File: src/rtl/pccc_pkg.sv
// ============================================================================
// pccc_pkg
// shared types and constants for the charge pump current code calculator
// ============================================================================
`default_nettype none

package pccc_pkg;

    // line frequency numerator and current estimate gain constant
    localparam int unsigned LINE_W      = 15;
    localparam int unsigned GAIN_CONST_W = 26;
    localparam logic [LINE_W-1:0]       LINE_CONST = 15'd24576;
    localparam logic [GAIN_CONST_W-1:0] GAIN_CONST = 26'd50737400;

    // divider widths: the dividend holds gain * GAIN_CONST at full precision
    localparam int unsigned DVD_W     = 34;
    localparam int unsigned DVS_W     = 16;
    localparam int unsigned DIV_CNT_W = 4;

    // the estimate is quotient bits 27:20, so the second pass stops at bit 20
    localparam int unsigned EST_SHIFT = 20;

    // iteration counts minus one for the two divider passes
    localparam logic [DIV_CNT_W-1:0] DIV1_LAST_CNT = 4'(LINE_W - 1);
    localparam logic [DIV_CNT_W-1:0] DIV2_LAST_CNT = 4'(DVD_W - EST_SHIFT - 1);

    localparam logic [4:0] START_CODE    = 5'd14;
    localparam logic [7:0] TARGET_OFFSET = 8'd10;

    // configuration register indexes
    localparam logic [7:0] CFG_FIXED_CORR  = 8'd0;
    localparam logic [7:0] CFG_CORR_TOTAL  = 8'd1;

    typedef enum logic [1:0] {
        ST_OK       = 2'd0,
        ST_DIV_ZERO = 2'd1,
        ST_ZERO_EST = 2'd2
    } status_t;

    typedef enum logic [2:0] {
        S_IDLE,
        S_DIV1,
        S_DIV2,
        S_NORM,
        S_OUT
    } state_t;

    typedef struct packed {
        logic                 start;
        logic [DIV_CNT_W-1:0] last_cnt;
    } div_req_t;

    typedef struct packed {
        logic       start;
        logic [7:0] est;
    } norm_req_t;

    typedef struct packed {
        logic       done;
        logic [4:0] code;
        logic       half;
    } norm_res_t;

endpackage

`default_nettype wire

File: src/rtl/pccc_div.sv
// ============================================================================
// pccc_div
// restoring divider, one quotient bit per cycle, msb first
// ============================================================================
`default_nettype none

module pccc_div
    import pccc_pkg::*;
(
    input  wire logic             clk,
    input  wire logic             rst_n,
    input  wire div_req_t         req,
    input  wire logic [DVD_W-1:0] dividend,
    input  wire logic [DVS_W-1:0] divisor,
    output logic                  done,
    output logic [DVD_W-1:0]      quotient
);

    logic                 busy_reg, busy_next;
    logic                 done_reg, done_next;
    logic [DIV_CNT_W-1:0] cnt_reg, cnt_next;
    logic [DVD_W-1:0]     dvd_reg, dvd_next;
    logic [DVS_W-1:0]     dvs_reg, dvs_next;
    logic [DVS_W-1:0]     rem_reg, rem_next;
    logic [DVD_W-1:0]     quo_reg, quo_next;

    logic [DVS_W:0] trial;
    logic [DVS_W:0] diff;
    logic           fits;

    always_comb
    begin
        trial = {rem_reg, dvd_reg[DVD_W-1]};
        diff  = trial - {1'b0, dvs_reg};
        fits  = (trial >= {1'b0, dvs_reg});
    end

    always_comb
    begin
        busy_next = busy_reg;
        done_next = 1'b0;
        cnt_next  = cnt_reg;
        dvd_next  = dvd_reg;
        dvs_next  = dvs_reg;
        rem_next  = rem_reg;
        quo_next  = quo_reg;
        if (req.start)
        begin
            busy_next = 1'b1;
            cnt_next  = req.last_cnt;
            dvd_next  = dividend;
            dvs_next  = divisor;
            rem_next  = '0;
            quo_next  = '0;
        end
        else if (busy_reg)
        begin
            // remainder stays below the divisor, so the low bits suffice
            rem_next = fits ? diff[DVS_W-1:0] : trial[DVS_W-1:0];
            quo_next = {quo_reg[DVD_W-2:0], fits};
            dvd_next = {dvd_reg[DVD_W-2:0], 1'b0};
            cnt_next = cnt_reg - 1'b1;
            if (cnt_reg == '0)
            begin
                busy_next = 1'b0;
                done_next = 1'b1;
            end
        end
    end

    always_ff @(posedge clk or negedge rst_n)
    begin
        if (!rst_n)
        begin
            busy_reg <= 1'b0;
            done_reg <= 1'b0;
            cnt_reg  <= '0;
        end
        else
        begin
            busy_reg <= busy_next;
            done_reg <= done_next;
            cnt_reg  <= cnt_next;
        end
    end

    always_ff @(posedge clk)
    begin
        dvd_reg <= dvd_next;
        dvs_reg <= dvs_next;
        rem_reg <= rem_next;
        quo_reg <= quo_next;
    end

    assign done     = done_reg;
    assign quotient = quo_reg;

endmodule

`default_nettype wire

File: src/rtl/pccc_norm.sv
// ============================================================================
// pccc_norm
// steps the estimate by halving or doubling until it is not above the target
// ============================================================================
`default_nettype none

module pccc_norm
    import pccc_pkg::*;
(
    input  wire logic       clk,
    input  wire logic       rst_n,
    input  wire norm_req_t  req,
    input  wire logic [7:0] target,
    output norm_res_t       res
);

    logic       busy_reg, busy_next;
    logic       done_reg, done_next;
    logic [7:0] est_reg, est_next;
    logic [4:0] code_reg, code_next;

    logic [7:0] est_half;
    logic [9:0] est_x3;

    always_comb
    begin
        est_half  = {1'b0, est_reg[7:1]};
        busy_next = busy_reg;
        done_next = 1'b0;
        est_next  = est_reg;
        code_next = code_reg;
        if (req.start)
        begin
            busy_next = 1'b1;
            est_next  = req.est;
            code_next = START_CODE;
        end
        else if (busy_reg)
        begin
            if (est_reg > target)
            begin
                est_next  = est_half;
                code_next = code_reg - 1'b1;
                if (est_half <= target)
                begin
                    busy_next = 1'b0;
                    done_next = 1'b1;
                end
            end
            else if ({est_reg, 1'b0} > {1'b0, target})
            begin
                busy_next = 1'b0;
                done_next = 1'b1;
            end
            else
            begin
                est_next  = {est_reg[6:0], 1'b0};
                code_next = code_reg + 1'b1;
            end
        end
    end

    // three times the estimate; bits 8:1 are 1.5 times it, cut to 8 bits
    always_comb
    begin
        est_x3 = {2'b00, est_reg} + {1'b0, est_reg, 1'b0};
    end

    always_ff @(posedge clk or negedge rst_n)
    begin
        if (!rst_n)
        begin
            busy_reg <= 1'b0;
            done_reg <= 1'b0;
        end
        else
        begin
            busy_reg <= busy_next;
            done_reg <= done_next;
        end
    end

    always_ff @(posedge clk)
    begin
        est_reg  <= est_next;
        code_reg <= code_next;
    end

    assign res.done = done_reg;
    assign res.code = code_reg;
    assign res.half = (est_x3[8:1] <= target);

endmodule

`default_nettype wire

File: src/rtl/pll_charge_pump_code_calc.sv
// ============================================================================
// pll_charge_pump_code_calc
// charge pump current code from horizontal period, gain and phase inputs
// ============================================================================
// One request at a time. One shared restoring divider first forms the line
// frequency 24576 / period. It then divides gain * 50737400 by that
// frequency, stopping at quotient bit 20. The normalizer then halves the
// estimate (at most 8 steps), or doubles it (at most 7 steps) and then
// stops on a final check. m_tvalid rises straight after acceptance for a
// zero period, after the first divider pass for a zero frequency, after
// the second pass for a zero estimate and otherwise once the normalizer
// is done. s_tready stays low from acceptance until the result is taken
// and returns high in the next cycle. Configuration writes are always
// ready and must only be issued while idle.
`default_nettype none

module pll_charge_pump_code_calc
    import pccc_pkg::*;
(
    input  wire logic        clk,
    input  wire logic        rst_n,
    // configuration write channel
    input  wire logic        cfg_valid,
    output logic             cfg_ready,
    input  wire logic [7:0]  cfg_index,
    input  wire logic [7:0]  cfg_data,
    // request stream
    input  wire logic        s_tvalid,
    output logic             s_tready,
    // [15:0] hsync_period, [23:16] gain_value, [24] phase_level_high,
    // [32:25] phase_correction, [39:33] zero
    input  wire logic [39:0] s_tdata,
    // result stream
    output logic             m_tvalid,
    input  wire logic        m_tready,
    // [4:0] current_code, [5] half_step, [7:6] status
    output logic [7:0]       m_tdata
);

    // configuration registers
    logic [7:0] fixed_corr_reg;
    logic [7:0] corr_total_reg;

    // request fields latched at acceptance
    logic [7:0] gain_reg;
    logic [7:0] target_reg;

    state_t state_reg, state_next;

    // result register
    logic [4:0] res_code_reg;
    logic       res_half_reg;
    status_t    res_status_reg;

    logic             s_accept;
    logic             m_accept;
    logic [15:0]      in_period;
    logic [7:0]       in_gain;
    logic             in_level;
    logic [7:0]       in_pcorr;
    logic [7:0]       in_target;

    div_req_t         div_req;
    logic [DVD_W-1:0] div_dividend;
    logic [DVS_W-1:0] div_divisor;
    logic             div_done;
    logic [DVD_W-1:0] div_quot;
    logic [DVD_W-1:0] product;
    logic [LINE_W-1:0] freq;
    logic [7:0]       est;

    norm_req_t        norm_req;
    norm_res_t        norm_res;

    logic             load_result;
    logic [4:0]       load_code;
    logic             load_half;
    status_t          load_status;

    assign in_period = s_tdata[15:0];
    assign in_gain   = s_tdata[23:16];
    assign in_level  = s_tdata[24];
    assign in_pcorr  = s_tdata[32:25];

    assign s_accept  = s_tvalid && s_tready;
    assign m_accept  = m_tvalid && m_tready;
    assign cfg_ready = 1'b1;

    // register writes, index beyond the list is ignored
    always_ff @(posedge clk or negedge rst_n)
    begin
        if (!rst_n)
        begin
            fixed_corr_reg <= '0;
            corr_total_reg <= '0;
        end
        else if (cfg_valid && cfg_ready)
        begin
            unique case (cfg_index)
                CFG_FIXED_CORR: fixed_corr_reg <= cfg_data;
                CFG_CORR_TOTAL: corr_total_reg <= cfg_data;
                default:        ;
            endcase
        end
    end

    // target current: fixed value, else derived from the phase inputs
    always_comb
    begin
        if (fixed_corr_reg != '0)
            in_target = fixed_corr_reg;
        else if (in_level)
            in_target = corr_total_reg - in_pcorr;
        else
            in_target = {2'b00, in_pcorr[7:2]} + TARGET_OFFSET;
    end

    // full precision product, fed straight into the divider at its start
    assign product = DVD_W'(gain_reg) * DVD_W'(GAIN_CONST);
    assign freq    = div_quot[LINE_W-1:0];
    assign est     = div_quot[7:0];

    // next state
    always_comb
    begin
        state_next = state_reg;
        unique case (state_reg)
            S_IDLE:
            begin
                if (s_accept)
                    state_next = (in_period == '0) ? S_OUT : S_DIV1;
            end
            S_DIV1:
            begin
                if (div_done)
                    state_next = (freq == '0) ? S_OUT : S_DIV2;
            end
            S_DIV2:
            begin
                if (div_done)
                    state_next = (est == '0) ? S_OUT : S_NORM;
            end
            S_NORM:
            begin
                if (norm_res.done)
                    state_next = S_OUT;
            end
            S_OUT:
            begin
                if (m_accept)
                    state_next = S_IDLE;
            end
            default: state_next = S_IDLE;
        endcase
    end

    // outputs of the sequencer
    always_comb
    begin
        s_tready         = 1'b0;
        m_tvalid         = 1'b0;
        div_req.start    = 1'b0;
        div_req.last_cnt = DIV1_LAST_CNT;
        div_dividend     = {LINE_CONST, (DVD_W - LINE_W)'(0)};
        div_divisor      = in_period;
        norm_req.start   = 1'b0;
        norm_req.est     = est;
        load_result      = 1'b0;
        load_code        = START_CODE;
        load_half        = 1'b0;
        load_status      = ST_OK;
        unique case (state_reg)
            S_IDLE:
            begin
                s_tready = 1'b1;
                if (s_accept)
                begin
                    if (in_period == '0)
                    begin
                        load_result = 1'b1;
                        load_status = ST_DIV_ZERO;
                    end
                    else
                        div_req.start = 1'b1;
                end
            end
            S_DIV1:
            begin
                // second pass: product over line frequency
                div_req.last_cnt = DIV2_LAST_CNT;
                div_dividend     = product;
                div_divisor      = {1'b0, freq};
                if (div_done)
                begin
                    if (freq == '0)
                    begin
                        load_result = 1'b1;
                        load_status = ST_DIV_ZERO;
                    end
                    else
                        div_req.start = 1'b1;
                end
            end
            S_DIV2:
            begin
                if (div_done)
                begin
                    if (est == '0)
                    begin
                        load_result = 1'b1;
                        load_status = ST_ZERO_EST;
                    end
                    else
                        norm_req.start = 1'b1;
                end
            end
            S_NORM:
            begin
                if (norm_res.done)
                begin
                    load_result = 1'b1;
                    load_code   = norm_res.code;
                    load_half   = norm_res.half;
                end
            end
            S_OUT:
            begin
                m_tvalid = 1'b1;
            end
            default: ;
        endcase
    end

    always_ff @(posedge clk or negedge rst_n)
    begin
        if (!rst_n)
            state_reg <= S_IDLE;
        else
            state_reg <= state_next;
    end

    always_ff @(posedge clk)
    begin
        if (s_accept)
        begin
            gain_reg   <= in_gain;
            target_reg <= in_target;
        end
        if (load_result)
        begin
            res_code_reg   <= load_code;
            res_half_reg   <= load_half;
            res_status_reg <= load_status;
        end
    end

    pccc_div u_div (
        .clk      (clk),
        .rst_n    (rst_n),
        .req      (div_req),
        .dividend (div_dividend),
        .divisor  (div_divisor),
        .done     (div_done),
        .quotient (div_quot)
    );

    pccc_norm u_norm (
        .clk    (clk),
        .rst_n  (rst_n),
        .req    (norm_req),
        .target (target_reg),
        .res    (norm_res)
    );

    assign m_tdata = {res_status_reg, res_half_reg, res_code_reg};

endmodule

`default_nettype wire

File: config.mk
export PLATFORM = sky130hd
export DESIGN_NAME = pll_charge_pump_code_calc
export DESIGN_NICKNAME = d
export VERILOG_FILES = /design/src/rtl/pccc_pkg.sv /design/src/rtl/pccc_div.sv /design/src/rtl/pccc_norm.sv /design/src/rtl/pll_charge_pump_code_calc.sv
export SDC_FILE = /design/constraint.sdc
export NUM_CORES = 1
export LEC_CHECK = 0
export BUFFER_PORTS_ARGS = -buffer_cell sky130_fd_sc_hd__buf_2
export CORE_UTILIZATION = 39
export CTS_BUF_LIST = sky130_fd_sc_hd__clkbuf_2
export DETAILED_ROUTE_END_ITERATION = 7
export SLEW_MARGIN = 0
export SYNTH_ARGS = -nofsm -noshare
export SYNTH_HDL_FRONTEND = slang
export SYNTH_SLANG_ARGS = --single-unit
File: constraint.sdc
create_clock -name clk -period 5.5 [get_ports clk]
set_clock_uncertainty 0.2 [all_clocks]
set_input_delay 0.55 -clock clk [delete_from_list [all_inputs] [get_ports clk]]
set_output_delay 0.55 -clock clk [all_outputs]
set_load 0.02 [all_outputs]
## Word level (Yosys, flattened, before mapping)

Index checks and enable logic that the tools add are counted.

| storage, ports and cells | value |
|---|---|
| bits of input ports | 61 |
| flip-flop bits (word level) | 145 |
| output and inout port bits | 11 |
| logic and storage cells | 128 |

| cells by class | value |
|---|---|
| add/subtract/negate cells | 7 |
| order comparisons | 5 |
| equal/unequal tests | 12 |
| reductions and logical operators | 17 |
| multipliers | 1 |
| multiplexer cells | 66 |

Operators with widths:

| kind | count |
|---|---|
| $mux 34 | 3 |
| $mux 8 | 6 |
| $mux 1 | 34 |
| $mul 8x23->31 const B | 1 |
| $mux 3 | 8 |
| $ge 17x16->1 | 1 |
| $logic_not 16->1 | 1 |
| $logic_not 8->1 | 2 |
| $mux 16 | 1 |
| $sub 16x16->16 | 1 |
| $logic_not 15->1 | 1 |
| $mux 15 | 1 |
| $pmux 3 s5 | 1 |
| $mux 2 | 5 |
| $mux 5 | 2 |
| $reduce_and 2->1 | 5 |
| $add 8x9->9 | 1 |
| $gt 9x8->1 | 1 |
| $eq 8x1->1 const B | 1 |
| $gt 8x8->1 | 1 |
| $le 7x8->1 | 1 |
| $le 8x8->1 | 1 |
| $mux 4 | 2 |
| $ne 2x1->1 const B | 4 |
| 19 further kinds | 23 |

## Longest topological paths before layout

Gate-level depths: netlist of the first run.

| depth | value |
|---|---|
| word-level depth | 6 |
| mapped depth | 17 |
| mapped depth without buffers | 16 |

## Hierarchy

A second synthesis of the first run with hierarchy kept.

| unflattened totals | value |
|---|---|
| cell total of the unflattened synthesis | 1314 |
| area total of the unflattened synthesis | 12460.7 µm² |

Modules (own cells, without submodules):

| module | area each (µm²) | sequential area each (µm²) | cells an instance | times used |
|---|---|---|---|---|
| pll_charge_pump_code_calc | 5565.3 | 1196.1 | 658 | 1 |
| pccc_div | 5056.1 | 2652.5 | 449 | 1 |
| pccc_norm | 1839.3 | 390.4 | 207 | 1 |

## Worst setup path after synthesis of the first run

No wires, ideal clock.

| timing | value |
|---|---|
| path kind | register to register |
| from | register gain_reg[5] |
| to | register u_div.dvd_reg[32] (data pin) |
| setup time | 0.261 ns |
| clock period less this slack | 4.711 ns |
| path buffers | 0 |
| cell stages (with the launch flop) | 15 |
| setup slack | 0.789 ns |
| arrival time | 4.251 ns |
| data required time | 5.039 ns |
| cells stage by stage | edfxtp_1 -> fa_1 -> inv_1 -> fa_1 -> fa_1 -> inv_1 -> ha_1 -> ha_1 -> a21o_1 -> a221o_1 -> a41oi_1 -> a21oi_1 -> a211oi_1 -> xor2_1 -> a21oi_1 |

| between the ends | value |
|---|---|
| cells in the longest elaborated chain, start to end | 3 |

Ends and longest elaborated chain:

| element | RTL line | RTL |
|---|---|---|
| start, declared | pll_charge_pump_code_calc.sv:45 | `logic [7:0] gain_reg;` |
| start signal, assigned | pll_charge_pump_code_calc.sv:246 | `gain_reg <= in_gain;` |
| $mul 8x23->31 | pll_charge_pump_code_calc.sv:119 | `assign product = DVD_W'(gain_reg) * DVD_W'(GAIN_CONST);` |
| $mux 34 | pll_charge_pump_code_calc.sv:172 | `unique case (state_reg)` |
| $mux 34 | pccc_div.sv:47 | `if (req.start)` |
| named net u_div.dvd_next[32] | pccc_div.sv:22 | `logic [DVD_W-1:0] dvd_reg, dvd_next;` |
| end signal, assigned | pccc_div.sv:89 | `dvd_reg <= dvd_next;` |
| end, declared | pccc_div.sv:22 |  |

The timed path passes the listed nets, and every way through them passes these cells.
A chain may end at the register's enable or synchronous reset.

## Worst setup path after layout of the first run

Ends and elaborated chain as after synthesis.

==> summary.md, run 1 <==
| Metric | Value |
|---|---|
| Row count | `61` |
| CTS H-tree depth | `4` |
| Clk Latency, worst-skew pair | `0.76 ns` |
| Cts hold-fix bufs | `36` |
| DRC | `0` |
| Maximum fanout along the worst path | `6` |
| Worst-margin pin slew | `0.944 ns` |
| Ys flop type | `edfxtp_1` |
| Slew headroom | `0.369` |
| Max frequency | `194 MHz` |
| First-pass GRT wire length | `between 40 and 50 mm` |
| Met2 routed WL | `between 10 and 15 mm` |
| Post_cts resized | `0` |
| Routed wire per std cell | `~15 microns` |
| Status | `finished, final reports clean` |
| Placed wire-length estimate | `about 19 mm` |
| Area of the multi-input gates | `6700 sq um` |
| Clk buf depth | `2` |
| Crit path arrival time | `5.48 ns` |
| Post-synth top area cell | `edfxtp_1` |
| Synth warn | `0` |
| Clock-pin slew on the worst setup and hold paths | `0.28 ns` |
| DR iter-0 viols | `between 500 and 600` |
| Initial Util | `0.397` |
| HP Start | `s_tdata[27]` |
| Layout area overhead | `11.8%` |
| Unrepaired setup endpoints after global routing | `false` |
| Hold WC Path Type | `input pin to flip-flop` |
| Fillers | `2694` |
| Max-Cap Viols | `0` |
| Vias in the first global route | `just under 9000` |
| Die width | `170 microns` |
| Final Setup Violations | `0` |
| Avg Vias per Cell | `5.27` |
| Global placement routability congestion | `between 0.8 and 0.9` |
| Synth Area per Inst | `9.40 sq um` |
| Post-Syn Instances | `roughly 1200` |
| Worst r2r path cells | `14` |
| TritonCTS Buffers | `17` |
| Met3 WL | `771 microns` |
| CTS tree | `yes` |
| Period minus WS final | `5.14 ns` |
| Synth async-reset ratio | `0.190` |
| Total Wirelength | `25.4 mm` |
| Total congestion overflow | `0` |
| Register area | `3770 sq um` |
| Worst Setup End Kind | `flip-flop` |
| Drt pass-1 iters | `6` |
| Nets | `1496` |
| Int Pwr | `between 2 and 3 mW` |
| Routed met1 length | `12.3 mm` |
| Hold Path Sink | `target_reg[0]` |
| All-Layer GR Usage | `0.183` |
| Post-synth EDFFs | `79` |
| Worst path required time | `around 6 ns` |
| Sequential fraction of the synthesis area | `0.341` |
| Mapped Nets | `approximately 1400` |
| Maximum VDD drop | `0.249 mV` |
| CTS Sinks | `between 100 and 150` |
| IO buf count | `63` |
| Die Area | `29000 sq um` |
| WHS Path Cells | `4` |
| Static Leak | `5.78 nW` |
| Clk pwr share | `0.124` |
| Max reg flops | `31` |
| Core Util, Final | `0.444` |
| Cell Pwr Density | `419 nW/um^2` |
| Final ANT Viol Nets | `0` |
| Reg-to-reg endpoint | `u_div.dvd_reg[32]` |
| R2R Setup Slk | `~0.36 ns` |
| Fin Setup TNS | `0 ns` |
| Layout cells sized above 1 | `0.119` |
| Seq pwr share | `0.339` |
| Largest cells by area after synthesis | `edfxtp_1 21%, ha_1 16%, dfxtp_1 6.5%` |
| Fin crit share | `0.935` |
| CP Class | `flip-flop to flip-flop` |
| Reg-to-reg critical path startpoint | `gain_reg[5]` |
| Synth unique cells | `68` |
| Pin count of the biggest net entering global routing | `around 50` |
| Final Max Tran Viols | `0` |
| Synthesized cell area | `11100 sq um` |
| Core area | `27900 sq um` |
| Uppermost layer routed | `met4` |
| Via Count | `8741` |
| Initial antenna violation count | `1` |
| Die Height | `170 microns` |
| Root Driver | `clkbuf_2` |
| Synth Register Bits | `between 100 and 150` |
| Sw Share | `0.438` |
| IO Count | `72` |
| Post-CTS setup buffers | `0` |
| Hold Violations, Final | `0` |
| Post-synth top area share | `0.215` |
| P_sw | `roughly 2.3 mW` |
| Gate power share | `0.538` |
| Worst Setup Start Kind | `flip-flop` |
==> logic make-up (layout without fill, tap and decap cells) <==
group / count (synthesis) / in the layout / share of synthesized area
AOI/OAI and AO/OA: 274 / 274 / 0.158
adders and majority gates: 168 / 168 / 0.210
muxes: 54 / 54 / 0.0536
and+or+nand+nor: 340 / 340 / 0.148
xor gates and xnor gates: 45 / 45 / 0.0356
other: 1 / 2 / 0.000339
buffers and inverters: 152 / 256 / 0.0535
DFF: 142 / 142 / 0.341
==> per-layer routing <==
| metal | vias up | global-route usage |
|---|---|---|
| li1 | 4428 | - |
| met4 | 0 | 0.0411 |
| met2 | 149 | 0.312 |
| met1 | 4148 | 0.242 |
| met5 | - | 0 |
| met3 | 16 | 0.0293 |
==> final cells by class <==
class / count / area share
diodes: 1 / 0.000202
clock buffers: 17 / 0.00688
clock inverters: 15 / 0.0125
inverters: 116 / 0.0352
multi-input cells: 882 / 0.542
flip-flops and latches: 142 / 0.305
well taps: 378 / 0.0383
repair buffers: 108 / 0.0601
==> worst max path at each step <==
stage	start	endpoint	slack, ns	cells past startpoint
after floorplan	gain_reg[5]	u_div.dvd_reg[32]	0.79	14
after global placement	gain_reg[5]	u_div.dvd_reg[32]	0.41	14
after detailed placement	gain_reg[5]	u_div.dvd_reg[32]	0.35	14
after CTS	gain_reg[5]	u_div.dvd_reg[32]	0.36	14
after global routing	gain_reg[5]	u_div.dvd_reg[32]	0.10	14
final	gain_reg[5]	u_div.dvd_reg[32]	0.36	14
==> critical path, cell delays in order, from the launching register on <==
cell and delay [ns]:
edfxtp_1 0.56, fa_1 0.61, inv_1 0.08, fa_1 0.48, fa_1 0.56, inv_1 0.04
ha_1 0.28, ha_1 0.38, a21o_1 0.19, a221o_1 0.41, a41oi_1 0.43, a21oi_1 0.19
a211oi_1 0.28, xor2_1 0.18, a21oi_1 0.08
==> synth_stat cells (27+ instances only) <==
cell / count
a21o_1: 29
a21oi_1: 66
dfrtp_1: 27
dfxtp_1: 36
edfxtp_1: 79
fa_1: 29
ha_1: 139
inv_1: 116
mux2_2: 31
nand2_1: 106
nand3_1: 46
nor2_1: 68
o21ai_0: 69
==> cell usage in the layout, fill, tap and decap left out, types with 6 or more instances in the layout <==
| cell type | n |
|---|---|
| nand4_1 | 16 |
| and2_1 | 6 |
| ha_1 | 139 |
| nand2_1 | 106 |
| nor2_1 | 68 |
| nor3_1 | 23 |
| edfxtp_1 | 79 |
| o21ai_0 | 69 |
| xor2_1 | 20 |
| o21a_1 | 15 |
| and3_1 | 14 |
| a31oi_1 | 23 |
| nand2b_1 | 7 |
| a21oi_1 | 65 |
| buf_4 | 9 |
| dfrtp_1 | 27 |
| nor4_1 | 14 |
| a21o_1 | 29 |
| buf_2 | 63 |
| clkbuf_2 | 17 |
| o21bai_1 | 9 |
| xnor2_1 | 25 |
| mux2_2 | 31 |
| or2_2 | 6 |
| o31ai_1 | 8 |
| dlygate4sd3_1 | 36 |
| a211oi_1 | 10 |
| nand3_1 | 46 |
| inv_1 | 116 |
| or3_1 | 10 |
| nor2b_1 | 12 |
| mux2i_1 | 21 |
| fa_1 | 29 |
| dfxtp_1 | 36 |
==> power by group through the flow <==
stage	Sequential [mW]	Clock [mW]	Combinational (mW)
detailed placement	1.78	0	2.75
global placement	1.77	0	2.71
CTS	1.76	0.668	2.79
floorplan	1.71	0	2.21
finish	1.76	0.641	2.79
global route	1.80	0.711	3.18
==> metrics by stage <==
step                setup WS (ns)  instance area, sq um  std cells  hold slack [ns]  total power, mW
floorplan                   0.789                 11100       1176           0.0544             3.91
CTS                         0.362                 12400       1658          0.00679             5.21
global placement            0.409                 11800       1590            0.278             4.49
global route                0.102                 12400       1659          0.00713             5.69
finish                      0.355                 12400       1659            0.107             5.18
detailed placement          0.346                 11800       1590            0.280             4.54
No activity file was read; power rests on OpenSTA's default activity.
==> run 2, diff against run 1 <==
ABC_AREA = 1   (was unset)
==> run 2 against run 1 <==
Clock power down 5.6%. Sequential power decreased by 5%. Synthesized cell count grew 29%. Worst hold slack better by 0.028 ns. Sequential share of layout area decreased by 1.2 points. Register-to-register slack improved by 0.72 ns. Maximum frequency rose by 16%. Die area increased by 5.1%. Synthesized area grew 5.1%. Combinational power is 95% higher. Power increased by 49%. Final cell count up 22%.
==> summary.md, run 2 <==
| Metric | Value |
|---|---|
| Clk Latency, worst-skew pair | `0.74 ns (was 0.76 ns)` |
| Pin count of the biggest net entering global routing | `49 (unchanged)` |
| Maximum fanout along the worst path | `6 (unchanged)` |
| Most frequent cells in the layout | `391 x nand2_1, 245 x inv_1, 139 x ha_1 (was 139 x ha_1, 116 x inv_1, 106 x nand2_1)` |
| Row count | `62 (was 61)` |
| Hold Violations, Final | `0 (unchanged)` |
| Root Driver | `clkbuf_2 (unchanged)` |
| Final Setup Violations | `0 (unchanged)` |
| Maximum VDD drop | `0.351 mV (was 0.249 mV)` |
| Nets | `1847 (was 1496)` |
| Clk pwr share | `0.079 (was 0.124)` |
| Layout cells sized above 1 | `0.0846 (was 0.119)` |
| Reg-to-reg critical path startpoint | `gain_reg[2] (was gain_reg[5])` |
| Vias in the first global route | `9625 (was 8693)` |
| Largest cells by area after synthesis | `edfxtp_1 20%, ha_1 15%, nand2_1 13% (was edfxtp_1 21%, ha_1 16%, dfxtp_1 6.5%)` |
| Most common cell after layout, fill and taps aside | `nand2_1 (was ha_1)` |
| Critical path's most frequent cell | `fa_1 (unchanged)` |
| Worst-margin pin slew | `0.912 ns (was 0.944 ns)` |
| Initial antenna violation count | `1 (unchanged)` |
| Total Wirelength | `27.7 mm (was 25.4 mm)` |
| Inst Count DP | `1946 (was 1590)` |
| Post-CTS setup buffers | `0 (unchanged)` |
| Post-synth top area cell | `edfxtp_1 (unchanged)` |
| Sequential fraction of the synthesis area | `0.324 (was 0.341)` |
| Max incr delay on CP | `0.67 ns (was 0.61 ns)` |
| Core area | `29000 sq um (was 27900 sq um)` |
| Final ANT Viol Nets | `0 (unchanged)` |
| Placed wire-length estimate | `21.7 mm (was 19.5 mm)` |
| Fin Setup TNS | `0 ns (unchanged)` |
| Critical path cell sequence | `fa_1 > ha_1 > inv_1 > fa_1 > fa_1 > inv_1 > ha_1 > o21ai_0 > o21ai_0 > nand4_1 > nand3_1 > nand2_1 > nand3_1 > nand2_1 (was fa_1 > inv_1 > fa_1 > fa_1 > inv_1 > ha_1 > ha_1 > a21o_1 > a221o_1 > a41oi_1 > a21oi_1 > a211oi_1 > xor2_1 > a21oi_1)` |
| IO buf count | `63 (unchanged)` |
| Mapped Nets | `1751 (was 1405)` |
| Gate power share | `0.704 (was 0.538)` |
| Worst Setup End Kind | `flip-flop (unchanged)` |
| Clk buf depth | `2 (unchanged)` |
| DRC | `0 (unchanged)` |
| Fin crit share | `0.804 (was 0.935)` |
| Unrepaired setup endpoints after global routing | `false (unchanged)` |
| Synth Area per Inst | `7.64 sq um (was 9.40 sq um)` |
| Routed wire per std cell | `13.7 microns (was 15.3 microns)` |
| Design Power | `7.70 mW (was 5.18 mW)` |
| Sw Share | `0.535 (was 0.438)` |
| Clock-pin slew on the worst setup and hold paths | `0.26 ns (was 0.28 ns)` |
| P_sw | `4.12 mW (was 2.27 mW)` |
| Cell Pwr Density | `598 nW/um^2 (was 419 nW/um^2)` |
| Avg Vias per Cell | `4.93 (was 5.27)` |
| GRT busiest layer | `met2 (unchanged)` |
| Initial Util | `0.401 (was 0.397)` |
| Via Count | `9941 (was 8741)` |
| Final Instance Area | `12900 sq um (was 12400 sq um)` |
| Core Util, Final | `0.444 (about the same)` |
| Max-Cap Viols | `0 (unchanged)` |
| Die Height | `175 microns (was 170 microns)` |
| Worst path required time | `5.86 ns (was 5.84 ns)` |
| IO Count | `72 (unchanged)` |
| Post-synth EDFFs | `79 (unchanged)` |
| Most frequent cell after synthesis | `nand2_1 (was ha_1)` |
| Status | `finished, final reports clean (unchanged)` |
| Setup WS pre-CTS | `1.07 ns (was 0.346 ns)` |
| Synth unique cells | `50 (was 68)` |
| Layout area overhead | `10.7% (was 11.8%)` |
| Buf+Inv Stages, Crit Path | `2 (unchanged)` |
| Final worst slack | `1.08 ns (was 0.355 ns)` |
| Synthesized cell area | `11600 sq um (was 11100 sq um)` |
| Post-synth top area share | `0.204 (was 0.215)` |
| Routing usage on met3 | `0.0294 (was 0.0293)` |
| CTS Sinks | `142 (unchanged)` |
| CTS tree | `yes (unchanged)` |
| Min Hold Slack | `0.135 ns (was 0.107 ns)` |
| Worst r2r path cells | `14 (unchanged)` |
| CP max stage cell | `fa_1 (unchanged)` |
| Post-synth top cells | `391 x nand2_1, 245 x inv_1, 139 x ha_1, 124 x nor2_1, 83 x o21ai_0 (was 139 x ha_1, 116 x inv_1, 106 x nand2_1, 79 x edfxtp_1, 69 x o21ai_0)` |
| Period minus WS final | `4.42 ns (was 5.14 ns)` |
| Synth Register Bits | `142 (unchanged)` |
| Grt met2 use | `0.310 (was 0.312)` |
| Hold WC Path Type | `input pin to asynchronous set/reset pin (was input pin to flip-flop)` |
| Total congestion overflow | `0 (unchanged)` |
| Drt pass-1 iters | `5 (was 6)` |
| Crit path arrival time | `4.78 ns (was 5.48 ns)` |
| Fillers | `3012 (was 2694)` |
| Die Area | `30500 sq um (was 29000 sq um)` |
| TritonCTS Buffers | `17 (unchanged)` |
| Static Leak | `6.47 nW (was 5.78 nW)` |
| R2R Setup Slk | `1.08 ns (was 0.36 ns)` |
| Max reg flops | `31 (unchanged)` |
| Synth async-reset ratio | `0.190 (unchanged)` |
| Global placement routability congestion | `0.912 (was 0.857)` |
| CTS H-tree depth | `4 (unchanged)` |
| Slew headroom | `0.391 (was 0.369)` |
| Worst Setup Start Kind | `flip-flop (unchanged)` |
| Final Max Tran Viols | `0 (unchanged)` |
| Filler-free cell count of the finished design | `2016 (was 1659)` |
| Ys flop type | `edfxtp_1 (unchanged)` |
| CP Class | `flip-flop to flip-flop (unchanged)` |
| Synth warn | `0 (unchanged)` |
| Seq pwr share | `0.217 (was 0.339)` |
| Die width | `175 microns (was 170 microns)` |
| DR iter-0 viols | `651 (was 553)` |
| Reg-to-reg endpoint | `u_div.dvd_reg[28] (was u_div.dvd_reg[32])` |
| Top cell family by delay on the critical path | `adder cells (unchanged)` |
| First-pass GRT wire length | `46.2 mm (was 42.3 mm)` |
| Met1 Usage GRT | `0.254 (was 0.242)` |
| All-Layer GR Usage | `0.188 (was 0.183)` |
| Post-Syn Instances | `1522 (was 1176)` |
| Placed cell area | `12300 sq um (was 11800 sq um)` |
| Max frequency | `226 MHz (was 194 MHz)` |
| Int Pwr | `3.58 mW (was 2.91 mW)` |
==> run 2: worst max-delay path by stage <==
stage	cells after the start	slack, ns	from	endpoint
floorplan	15	1.47	gain_reg[2]	u_div.dvd_reg[30]
global placement	14	1.05	gain_reg[2]	u_div.dvd_reg[28]
detailed placement	14	1.07	gain_reg[2]	u_div.dvd_reg[28]
CTS	14	1.07	gain_reg[2]	u_div.dvd_reg[28]
global route	14	0.83	gain_reg[2]	u_div.dvd_reg[28]
finish	14	1.08	gain_reg[2]	u_div.dvd_reg[28]
==> run 2: layout make-up <==
type / instances / area, sq um / share of cell area
Antenna cell: 1 / 2.50 / 0.000194
Clock buffer: 18 / 90.1 / 0.00700
Clock inverter: 14 / 131 / 0.0102
Inverter: 257 / 967 / 0.0751
Multi-Input combinational cell: 1100 / 6750 / 0.524
Sequential cell: 142 / 3770 / 0.293
Tap cell: 384 / 480 / 0.0373
Timing Repair Buffer: 100 / 686 / 0.0533
==> run 2: cell families (layout without fill, tap and decap cells) <==
group           after synthesis  count (layout)  share of synthesized area
compound gates              233             233                      0.114
xor+xnor                     22              22                     0.0166
fa+ha+maj                   168             168                      0.200
buf+inv                     280             389                     0.0956
flops                       142             142                      0.324
other cells                   1               2                   0.000323
simple gates                676             676                      0.250
==> run 2: timing repair <==
item | 4_1_cts | 5_1_grt
endpoints found under the hold margin | 74 | 0
endpoints found under the setup margin | 0 | 0
resized for setup | 0 | 0
hold buffers | 37 | 0
==> run 2: layer usage <==
metal,part of all wire,vias to the layer above,routed length (microns)
li1,-,5178,-
met1,0.48,4548,13400
met2,0.45,188,12500
met3,0.043,27,1180
met4,0.020,0,554
met5,0,-,0
==> run 2: power groups by stage <==
stage	clock network (mW)	logic [mW]	registers, mW
after floorplan	0	4.18	1.64
after global placement	0	5.30	1.69
after detailed placement	0	5.36	1.70
after CTS	0.630	5.42	1.67
after global routing	0.668	6.24	1.71
final	0.605	5.43	1.67
